**src/design/cme_pkg.sv**
```systemverilog
// Shared constants, codes and types of the Condorcet minimax election unit.
`default_nettype none

package cme_pkg;

  localparam int MAX_CAND      = 8;
  localparam int CAND_BITS     = 3;
  localparam int PAIR_BITS     = 2 * CAND_BITS;
  localparam int PAIRS         = MAX_CAND * MAX_CAND;
  localparam int COUNT_BITS    = 16;
  localparam int SCORE_BITS    = 8;
  localparam int NCAND_BITS    = 4;
  localparam int CFG_IDX_BITS  = 2;
  localparam int CFG_DATA_BITS = 4;
  localparam int IN_DATA_BITS  = 16;
  localparam int OUT_DATA_BITS = 24;

  localparam logic [NCAND_BITS-1:0] NCAND_RESET = NCAND_BITS'(MAX_CAND);

  localparam logic [CFG_IDX_BITS-1:0] CFG_NUM_CAND = 2'd0;
  localparam logic [CFG_IDX_BITS-1:0] CFG_MINMAX   = 2'd1;

  typedef enum logic [1:0] {
    MODE_CLEAR  = 2'd0,
    MODE_BALLOT = 2'd1,
    MODE_DECIDE = 2'd2,
    MODE_NOP    = 2'd3
  } mode_t;

  typedef enum logic [2:0] {
    ST_IDLE,
    ST_ROW,
    ST_PAIR,
    ST_DRAIN,
    ST_FINISH
  } state_t;

  typedef struct packed {
    logic                  count_saturated;
    logic [COUNT_BITS-1:0] best_worst_wins;
    logic                  by_minmax;
    logic                  found;
    logic [CAND_BITS-1:0]  winner;
  } result_t;

endpackage

`default_nettype wire

```
**src/design/condorcet_minmax_election_unit.sv**
```systemverilog
// Top level of the Condorcet minimax election unit: sequencer, win-count memory and result port.
//
// Channel | Direction | Handshake          | Payload
// in_     | slave     | in_tvalid/tready   | tdata: candidate, score; tuser: mode; tlast: last
// out_    | master    | out_tvalid/tready  | tdata: winner, found, by_minmax, best, saturated
// cfg_    | slave     | cfg_valid/ready    | cfg_index, cfg_data
//
// Clear, a plain ballot word and an unused mode are taken without leaving the idle state.
// A ballot's last word walks the n x n pairs through the one compare and increment unit.
// A decide walks the same pairs through the compare and minimum unit, and then waits
// if the previous result has not yet been taken from the output register.
// Reset is synchronous and clears the whole win-count table at once through valid bits.
`default_nettype none

module condorcet_minmax_election_unit (
  input  logic                              clk,
  input  logic                              rst_n,
  input  logic                              in_tvalid,
  output logic                              in_tready,
  // [2:0] candidate, [10:3] score, [15:11] zero
  input  logic [cme_pkg::IN_DATA_BITS-1:0]  in_tdata,
  // [1:0] mode
  input  logic [1:0]                        in_tuser,
  input  logic                              in_tlast,
  output logic                              out_tvalid,
  input  logic                              out_tready,
  // [2:0] winner, [3] found, [4] by_minmax, [20:5] best_worst_wins,
  // [21] count_saturated, [23:22] zero
  output logic [cme_pkg::OUT_DATA_BITS-1:0] out_tdata,
  input  logic                              cfg_valid,
  output logic                              cfg_ready,
  input  logic [cme_pkg::CFG_IDX_BITS-1:0]  cfg_index,
  input  logic [cme_pkg::CFG_DATA_BITS-1:0] cfg_data
);
  import cme_pkg::*;

  state_t                 state_r, state_nxt;
  logic [NCAND_BITS-1:0]  ncand_r;
  logic                   mm_en_r;
  logic [CAND_BITS-1:0]   n_last;

  logic                   in_fire;
  mode_t                  in_mode;
  logic [CAND_BITS-1:0]   in_cand;
  logic [SCORE_BITS-1:0]  in_score;

  logic [SCORE_BITS-1:0]  scores_r [MAX_CAND];
  logic [SCORE_BITS-1:0]  sa_r;
  logic [CAND_BITS-1:0]   a_r, b_r;
  logic                   op_close_r;

  logic [COUNT_BITS-1:0]  wins_mem [PAIRS];
  logic [PAIRS-1:0]       valid_r;
  logic [COUNT_BITS-1:0]  rd0_r, rd1_r;
  logic                   v0_r, v1_r;

  logic                   p_valid_r, p_skip_r, p_gt_r, p_rowend_r;
  logic [PAIR_BITS-1:0]   p_addr_r;
  logic [CAND_BITS-1:0]   p_row_r;

  logic [COUNT_BITS-1:0]  cur0, cur1, min_f;
  logic                   sat_hit, beats_f, mem_we;

  logic                   sat_r, beats_r, cw_found_r;
  logic [COUNT_BITS-1:0]  row_min_r, cw_best_r, mm_best_r;
  logic [CAND_BITS-1:0]   cw_idx_r, mm_idx_r;

  logic                   out_valid_r, out_load;
  result_t                out_res_r, res;
  logic                   mm_ok;

  assign in_fire  = in_tvalid & in_tready;
  assign in_mode  = mode_t'(in_tuser);
  assign in_cand  = in_tdata[CAND_BITS-1:0];
  assign in_score = in_tdata[CAND_BITS +: SCORE_BITS];

  assign cfg_ready  = 1'b1;
  assign out_tvalid = out_valid_r;
  assign out_tdata  = OUT_DATA_BITS'(out_res_r);

  always_comb begin
    if (ncand_r < NCAND_BITS'(2)) begin
      n_last = CAND_BITS'(1);
    end else if (ncand_r > NCAND_BITS'(MAX_CAND)) begin
      n_last = CAND_BITS'(MAX_CAND - 1);
    end else begin
      n_last = CAND_BITS'(ncand_r - NCAND_BITS'(1));
    end
  end

  assign cur0    = v0_r ? rd0_r : '0;
  assign cur1    = v1_r ? rd1_r : '0;
  assign sat_hit = (cur0 == '1);
  assign beats_f = beats_r & (p_skip_r | (cur0 > cur1));
  assign min_f   = (!p_skip_r && (cur0 < row_min_r)) ? cur0 : row_min_r;
  assign mem_we  = p_valid_r & op_close_r & ~p_skip_r & p_gt_r & ~sat_hit;

  always_comb begin
    state_nxt = state_r;
    in_tready = 1'b0;
    out_load  = 1'b0;
    case (state_r)
      ST_IDLE: begin
        in_tready = 1'b1;
        if (in_fire) begin
          case (in_mode)
            MODE_BALLOT: if (in_tlast) state_nxt = ST_ROW;
            MODE_DECIDE: state_nxt = ST_ROW;
            default:     state_nxt = ST_IDLE;
          endcase
        end
      end
      ST_ROW: state_nxt = ST_PAIR;
      ST_PAIR: begin
        if (b_r == n_last) begin
          state_nxt = (a_r == n_last) ? ST_DRAIN : ST_ROW;
        end
      end
      ST_DRAIN: state_nxt = op_close_r ? ST_IDLE : ST_FINISH;
      ST_FINISH: begin
        if (!out_valid_r || out_tready) begin
          out_load  = 1'b1;
          state_nxt = ST_IDLE;
        end
      end
      default: state_nxt = ST_IDLE;
    endcase
  end

  always_ff @(posedge clk) begin
    if (!rst_n) begin
      state_r <= ST_IDLE;
    end else begin
      state_r <= state_nxt;
    end
  end

  always_ff @(posedge clk) begin
    if (!rst_n) begin
      ncand_r <= NCAND_RESET;
      mm_en_r <= 1'b1;
    end else if (cfg_valid && cfg_ready) begin
      case (cfg_index)
        CFG_NUM_CAND: ncand_r <= cfg_data;
        CFG_MINMAX:   mm_en_r <= cfg_data[0];
        default:      ;
      endcase
    end
  end

  always_ff @(posedge clk) begin
    if (!rst_n) begin
      for (int i = 0; i < MAX_CAND; i++) scores_r[i] <= '0;
    end else if (in_fire && in_mode == MODE_CLEAR) begin
      for (int i = 0; i < MAX_CAND; i++) scores_r[i] <= '0;
    end else if (in_fire && in_mode == MODE_BALLOT) begin
      scores_r[in_cand] <= in_score;
    end else if (state_r == ST_DRAIN && op_close_r) begin
      for (int i = 0; i < MAX_CAND; i++) scores_r[i] <= '0;
    end
  end

  always_ff @(posedge clk) begin
    if (!rst_n) begin
      a_r        <= '0;
      b_r        <= '0;
      op_close_r <= 1'b0;
      p_valid_r  <= 1'b0;
    end else begin
      p_valid_r <= (state_r == ST_PAIR);
      if (in_fire) begin
        a_r        <= '0;
        b_r        <= '0;
        op_close_r <= (in_mode == MODE_BALLOT);
      end else if (state_r == ST_PAIR) begin
        if (b_r == n_last) begin
          b_r <= '0;
          a_r <= a_r + CAND_BITS'(1);
        end else begin
          b_r <= b_r + CAND_BITS'(1);
        end
      end
    end
  end

  always_ff @(posedge clk) begin
    if (state_r == ST_ROW) begin
      sa_r <= scores_r[a_r];
    end
    if (state_r == ST_PAIR) begin
      p_addr_r   <= {a_r, b_r};
      p_skip_r   <= (a_r == b_r);
      p_gt_r     <= (sa_r > scores_r[b_r]);
      p_rowend_r <= (b_r == n_last);
      p_row_r    <= a_r;
    end
  end

  always_ff @(posedge clk) begin
    if (mem_we) begin
      wins_mem[p_addr_r] <= cur0 + COUNT_BITS'(1);
    end
    rd0_r <= wins_mem[{a_r, b_r}];
    rd1_r <= wins_mem[{b_r, a_r}];
    v0_r  <= valid_r[{a_r, b_r}];
    v1_r  <= valid_r[{b_r, a_r}];
  end

  always_ff @(posedge clk) begin
    if (!rst_n) begin
      valid_r <= '0;
    end else if (in_fire && in_mode == MODE_CLEAR) begin
      valid_r <= '0;
    end else if (mem_we) begin
      valid_r[p_addr_r] <= 1'b1;
    end
  end

  always_ff @(posedge clk) begin
    if (!rst_n) begin
      sat_r      <= 1'b0;
      beats_r    <= 1'b1;
      row_min_r  <= '1;
      cw_found_r <= 1'b0;
      cw_idx_r   <= '0;
      cw_best_r  <= '0;
      mm_best_r  <= '0;
      mm_idx_r   <= '0;
    end else if (in_fire && in_mode == MODE_CLEAR) begin
      sat_r <= 1'b0;
    end else if (in_fire && in_mode == MODE_DECIDE) begin
      beats_r    <= 1'b1;
      row_min_r  <= '1;
      cw_found_r <= 1'b0;
      mm_best_r  <= '0;
      mm_idx_r   <= '0;
    end else if (p_valid_r) begin
      if (op_close_r) begin
        if (!p_skip_r && p_gt_r && sat_hit) sat_r <= 1'b1;
      end else if (p_rowend_r) begin
        beats_r   <= 1'b1;
        row_min_r <= '1;
        if (beats_f && !cw_found_r) begin
          cw_found_r <= 1'b1;
          cw_idx_r   <= p_row_r;
          cw_best_r  <= min_f;
        end
        if (min_f > mm_best_r) begin
          mm_best_r <= min_f;
          mm_idx_r  <= p_row_r;
        end
      end else begin
        beats_r   <= beats_f;
        row_min_r <= min_f;
      end
    end
  end

  assign mm_ok = mm_en_r && (mm_best_r != '0);

  always_comb begin
    res                 = '0;
    res.count_saturated = sat_r;
    if (cw_found_r) begin
      res.found           = 1'b1;
      res.winner          = cw_idx_r;
      res.best_worst_wins = cw_best_r;
    end else if (mm_ok) begin
      res.found           = 1'b1;
      res.by_minmax       = 1'b1;
      res.winner          = mm_idx_r;
      res.best_worst_wins = mm_best_r;
    end
  end

  always_ff @(posedge clk) begin
    if (!rst_n) begin
      out_valid_r <= 1'b0;
    end else if (out_load) begin
      out_valid_r <= 1'b1;
    end else if (out_tready) begin
      out_valid_r <= 1'b0;
    end
  end

  always_ff @(posedge clk) begin
    if (out_load) begin
      out_res_r <= res;
    end
  end

  a_no_pair_in_idle: assert property (@(posedge clk) disable iff (!rst_n)
    state_r == ST_IDLE |-> !p_valid_r)
    else $error("pair stage busy while idle");

  a_empty_result: assert property (@(posedge clk) disable iff (!rst_n)
    out_valid_r && !out_res_r.found |->
      out_res_r.winner == '0 && out_res_r.best_worst_wins == '0 && !out_res_r.by_minmax)
    else $error("result without winner carries nonzero fields");

  a_decide_starts: assert property (@(posedge clk) disable iff (!rst_n)
    in_fire && in_mode == MODE_DECIDE |=> state_r == ST_ROW)
    else $error("decide did not start the matrix walk");

  a_sat_cleared_only: assert property (@(posedge clk) disable iff (!rst_n)
    $fell(sat_r) |-> $past(in_fire && in_mode == MODE_CLEAR))
    else $error("saturation flag dropped without a clear");

  a_no_diag_write: assert property (@(posedge clk) disable iff (!rst_n)
    mem_we |-> p_addr_r[PAIR_BITS-1:CAND_BITS] != p_addr_r[CAND_BITS-1:0])
    else $error("win count written on the diagonal");

endmodule

`default_nettype wire
```
**config.mk**
```make
export PLATFORM = sky130hd
export DESIGN_NAME = condorcet_minmax_election_unit
export DESIGN_NICKNAME = d
export VERILOG_FILES = /design/src/design/cme_pkg.sv /design/src/design/condorcet_minmax_election_unit.sv
export SDC_FILE = /design/constraint.sdc
export NUM_CORES = 2
export LEC_CHECK = 0
export BUFFER_PORTS_ARGS = -buffer_cell sky130_fd_sc_hd__buf_4
export CAP_MARGIN = 20
export CORE_ASPECT_RATIO = 1.5
export CORE_UTILIZATION = 35
export CTS_CLUSTER_SIZE = 10
export DETAILED_ROUTE_END_ITERATION = 10
export HOLD_SLACK_MARGIN = 0.08
export PLACE_DENSITY = 0.56
export SETUP_SLACK_MARGIN = 0.1
export SKIP_CTS_REPAIR_TIMING = 1
export SLEW_MARGIN = 20
export SYNTH_ARGS = -nofsm -noshare
export SYNTH_HDL_FRONTEND = slang
export SYNTH_SLANG_ARGS = --single-unit
```
**constraint.sdc**
```tcl
create_clock -name clk -period 13.5 [get_ports clk]
set_clock_uncertainty 0.2 [all_clocks]
set_input_delay 0.675 -clock clk [delete_from_list [all_inputs] [get_ports clk]]
set_output_delay 0.675 -clock clk [all_outputs]
set_load 0.01 [all_outputs]
```
==> results.toml <==
[die]
die_area_um2 = 175000
start_util_pct = 35.3
row_count = 186
die_y_um = 511
dieWidth_um = 342
ios = 57
coreArea_um2 = 172000

[timing]
fin_crit_ps = 6630
rsz0062_at_grt = "no"
fin_crit_sh_pct = 49.1
setup_tns_ps = 0
hold_slack_ps = 91.5
fmax_mhz = 151
finalHoldViolCount = 0
slew_headroom_pct = 23.8
slew_viol_final = 0
tightestPinTransition_ps = 1140
setup_viol = 0

[critical_path]
critPathBufInv = 1
critPathKind = "reg -> reg"
cp-end-kind = "register"
slowest_stage = "dfxtp_1"
required_ps = 13990
crit_path_max_fanout = 28
worstPathCellList = "and2_1 > ha_1 > a21o_1 > a21oi_1 > o2111ai_1 > o21ai_0 > nand2_1 > mux2i_1 > inv_1 > ha_1 > nor2b_1 > o21a_1 > o21ai_0 > a221o_1 > a31oi_1 > nand4b_1 > o2bb2ai_1"
arrival_ps = 7130
critPathMaxStageDelay_ps = 860
r2r_cells = 17
cp.depth = 17
start_kind = "register"
critical-path-top-delay-family = "simple AND/OR/NAND/NOR gates"

[layout]
stdcell_count = 5586
final_common_cell = "edfxtp_1"
multi_input_area_um2 = 22400
area.growth.synth_to_final_pct = 13.0
utilization_pct = 39.9
regArea_um2 = 37400
fill_cells = 15200
layout_common_cells = "edfxtp_1 (1127), mux4_2 (746), dfxtp_1 (169)"
nets = 3360
drive_gt1_share_pct = 35.4

[logic_synthesis]
syn_inst = 3178
yosys.area.top_type = "edfxtp_1"
synth_flop_cell = "edfxtp_1"
synth_top_area_share_pct = 55.9
yosys_warnings = 0
ys_types = 65
avgSynthCellArea_um2 = 19.0
synthArstFlopShare_pct = 0
synth_seq_area_share_pct = 61.7
syn_area_um2 = 60500
synth_area_leaders = "edfxtp_1 (56%), mux4_2 (28%), dfxtp_1 (5.8%)"
synth_edf_count = 1127
ys_seq_elements = 1302

[run]
maxCapViolations = 0

[cts]
cts_buffers = 149
clock_path_buffers = 3
cts_sinks = 1302
htree_num_levels = 4
cts_tree = "yes"
ctsRootBufferMaster = "clkbuf_16"
clkTransAtPathRegs_ps = 60
clk_latency_ps = 780

[global_route]
antenna_found_initial = 5
grt_pass1_vias = 33800
grt_max_degree = 143
grt_pass1_wl_um = 244000
grt-ovfl-total = 0
grt_usage_pct = 19.6

[pwr]
powerDensity_nw_per_um2 = 119
cellLeakagePower_uw = 0.0190
peakVddDrop_mv = 0.128

[worst_hold_path]
hold_depth = 4
min-delay-path-class = "in -> reg"

[drt]
dr_total_vias = 31900
drc_errors = 0
wl_per_cell_um = 30.5
viasPerCell = 5.71
detail-route-antenna-nets = 0
firstDrtPassIters = 5
wl_um = 170000
drt_iter0_drc = 2563

[placement]
hpwl_um = 105000
place_congestion = 0.847
port_buffers = 48
place_inst = 5361

[outcome]
status = "finished clean"
cells by family (layout without fill, tap and decap cells):
family	Yosys count	after routing	synth area share, %
muxes	793	793	28.6
xor gates and xnor gates	27	27	0.391
other	2	7	0.0124
and+or+nand+nor	484	484	3.83
AOI/OAI and AO/OA	218	218	2.25
adders and majority gates	58	58	1.19
DFF	1302	1302	61.7
buffers and inverters	294	441	2.06
routing by layer:
metal  share of wire (%)  vias to the layer above  global-route usage (%)
li1                    -                    13500                       -
met1                  36                    17300                    22.2
met2                  54                      857                    35.8
met3                 4.5                      273                    2.93
met4                 5.2                        2                    9.50
met5              0.0076                        -                       0
flip-flops by register name (all words and copies together) (netlist names), 3 cells and up, named ones only:
signal	cells
mm_idx_r	3
scores_r	64
p_addr_r	6
state_r	3
rd1_r	16
row_min_r	16
cw_idx_r	3
valid_r	64
b_r	3
rd0_r	16
ncand_r	4
out_tdata	22
wins_mem	1024
a_r	3
cw_best_r	16
sa_r	8
mm_best_r	16
metrics by stage:
step	setup WS (ps)	area, µm²	power [µW]
6_report	6870	68400	8120
3_3_place_gp	6870	64000	4550
5_1_grt	6410	68400	8330
3_5_place_dp	6830	64000	4550
2_1_floorplan	8760	60500	4500
4_1_cts	6860	68200	8190
synth_stat cells (19+ instances only):
library cell	number
a211oi_1	19
a21oi_1	93
and2_1	89
buf_1	29
buf_2	70
clkbuf_1	111
dfxtp_1	175
edfxtp_1	1127
ha_1	57
inv_1	66
mux2i_1	38
mux4_2	746
nand2_1	105
nand3_1	23
nor2_1	176
nor3_1	24
o21ai_0	38
o2bb2ai_1	19
area by class of cell:
| class | count | share of cell area, % |
|---|---|---|
| Clock buffer | 188 | 5.73 |
| Timing Repair Buffer | 168 | 2.02 |
| Clock inverter | 16 | 0.381 |
| Multi-Input combinational cell | 1583 | 32.7 |
| Inverter | 69 | 0.379 |
| Sequential cell | 1302 | 54.7 |
| Antenna cell | 4 | 0.0146 |
| Tap cell | 2256 | 4.13 |
worst paths after layout:
kind,startpoint,to,slack [ps]
max,v0_r,mm_best_r[13],6870
min,in_tvalid,op_close_r,90
min reg2reg,sat_r,out_tdata[21],240
max reg2reg,v0_r,mm_best_r[13],6870
worst reg2reg max path, stage by stage (launching register included):
cell and delay (ps):
dfxtp_1 860, and2_1 510, ha_1 330, a21o_1 160, a21oi_1 150, o2111ai_1 130, o21ai_0 320, nand2_1 640
mux2i_1 530, inv_1 80, ha_1 310, nor2b_1 150, o21a_1 120, o21ai_0 90, a221o_1 310, a31oi_1 370
nand4b_1 850, o2bb2ai_1 420
power by group:
part | internal [µW] | switching [µW] | leakage (µW)
registers | 4330 | 11.3 | 0.0106
clock network | 2050 | 1610 | 0.00202
logic | 54.5 | 71.1 | 0.00631
Power figures use the tool's default switching activity.
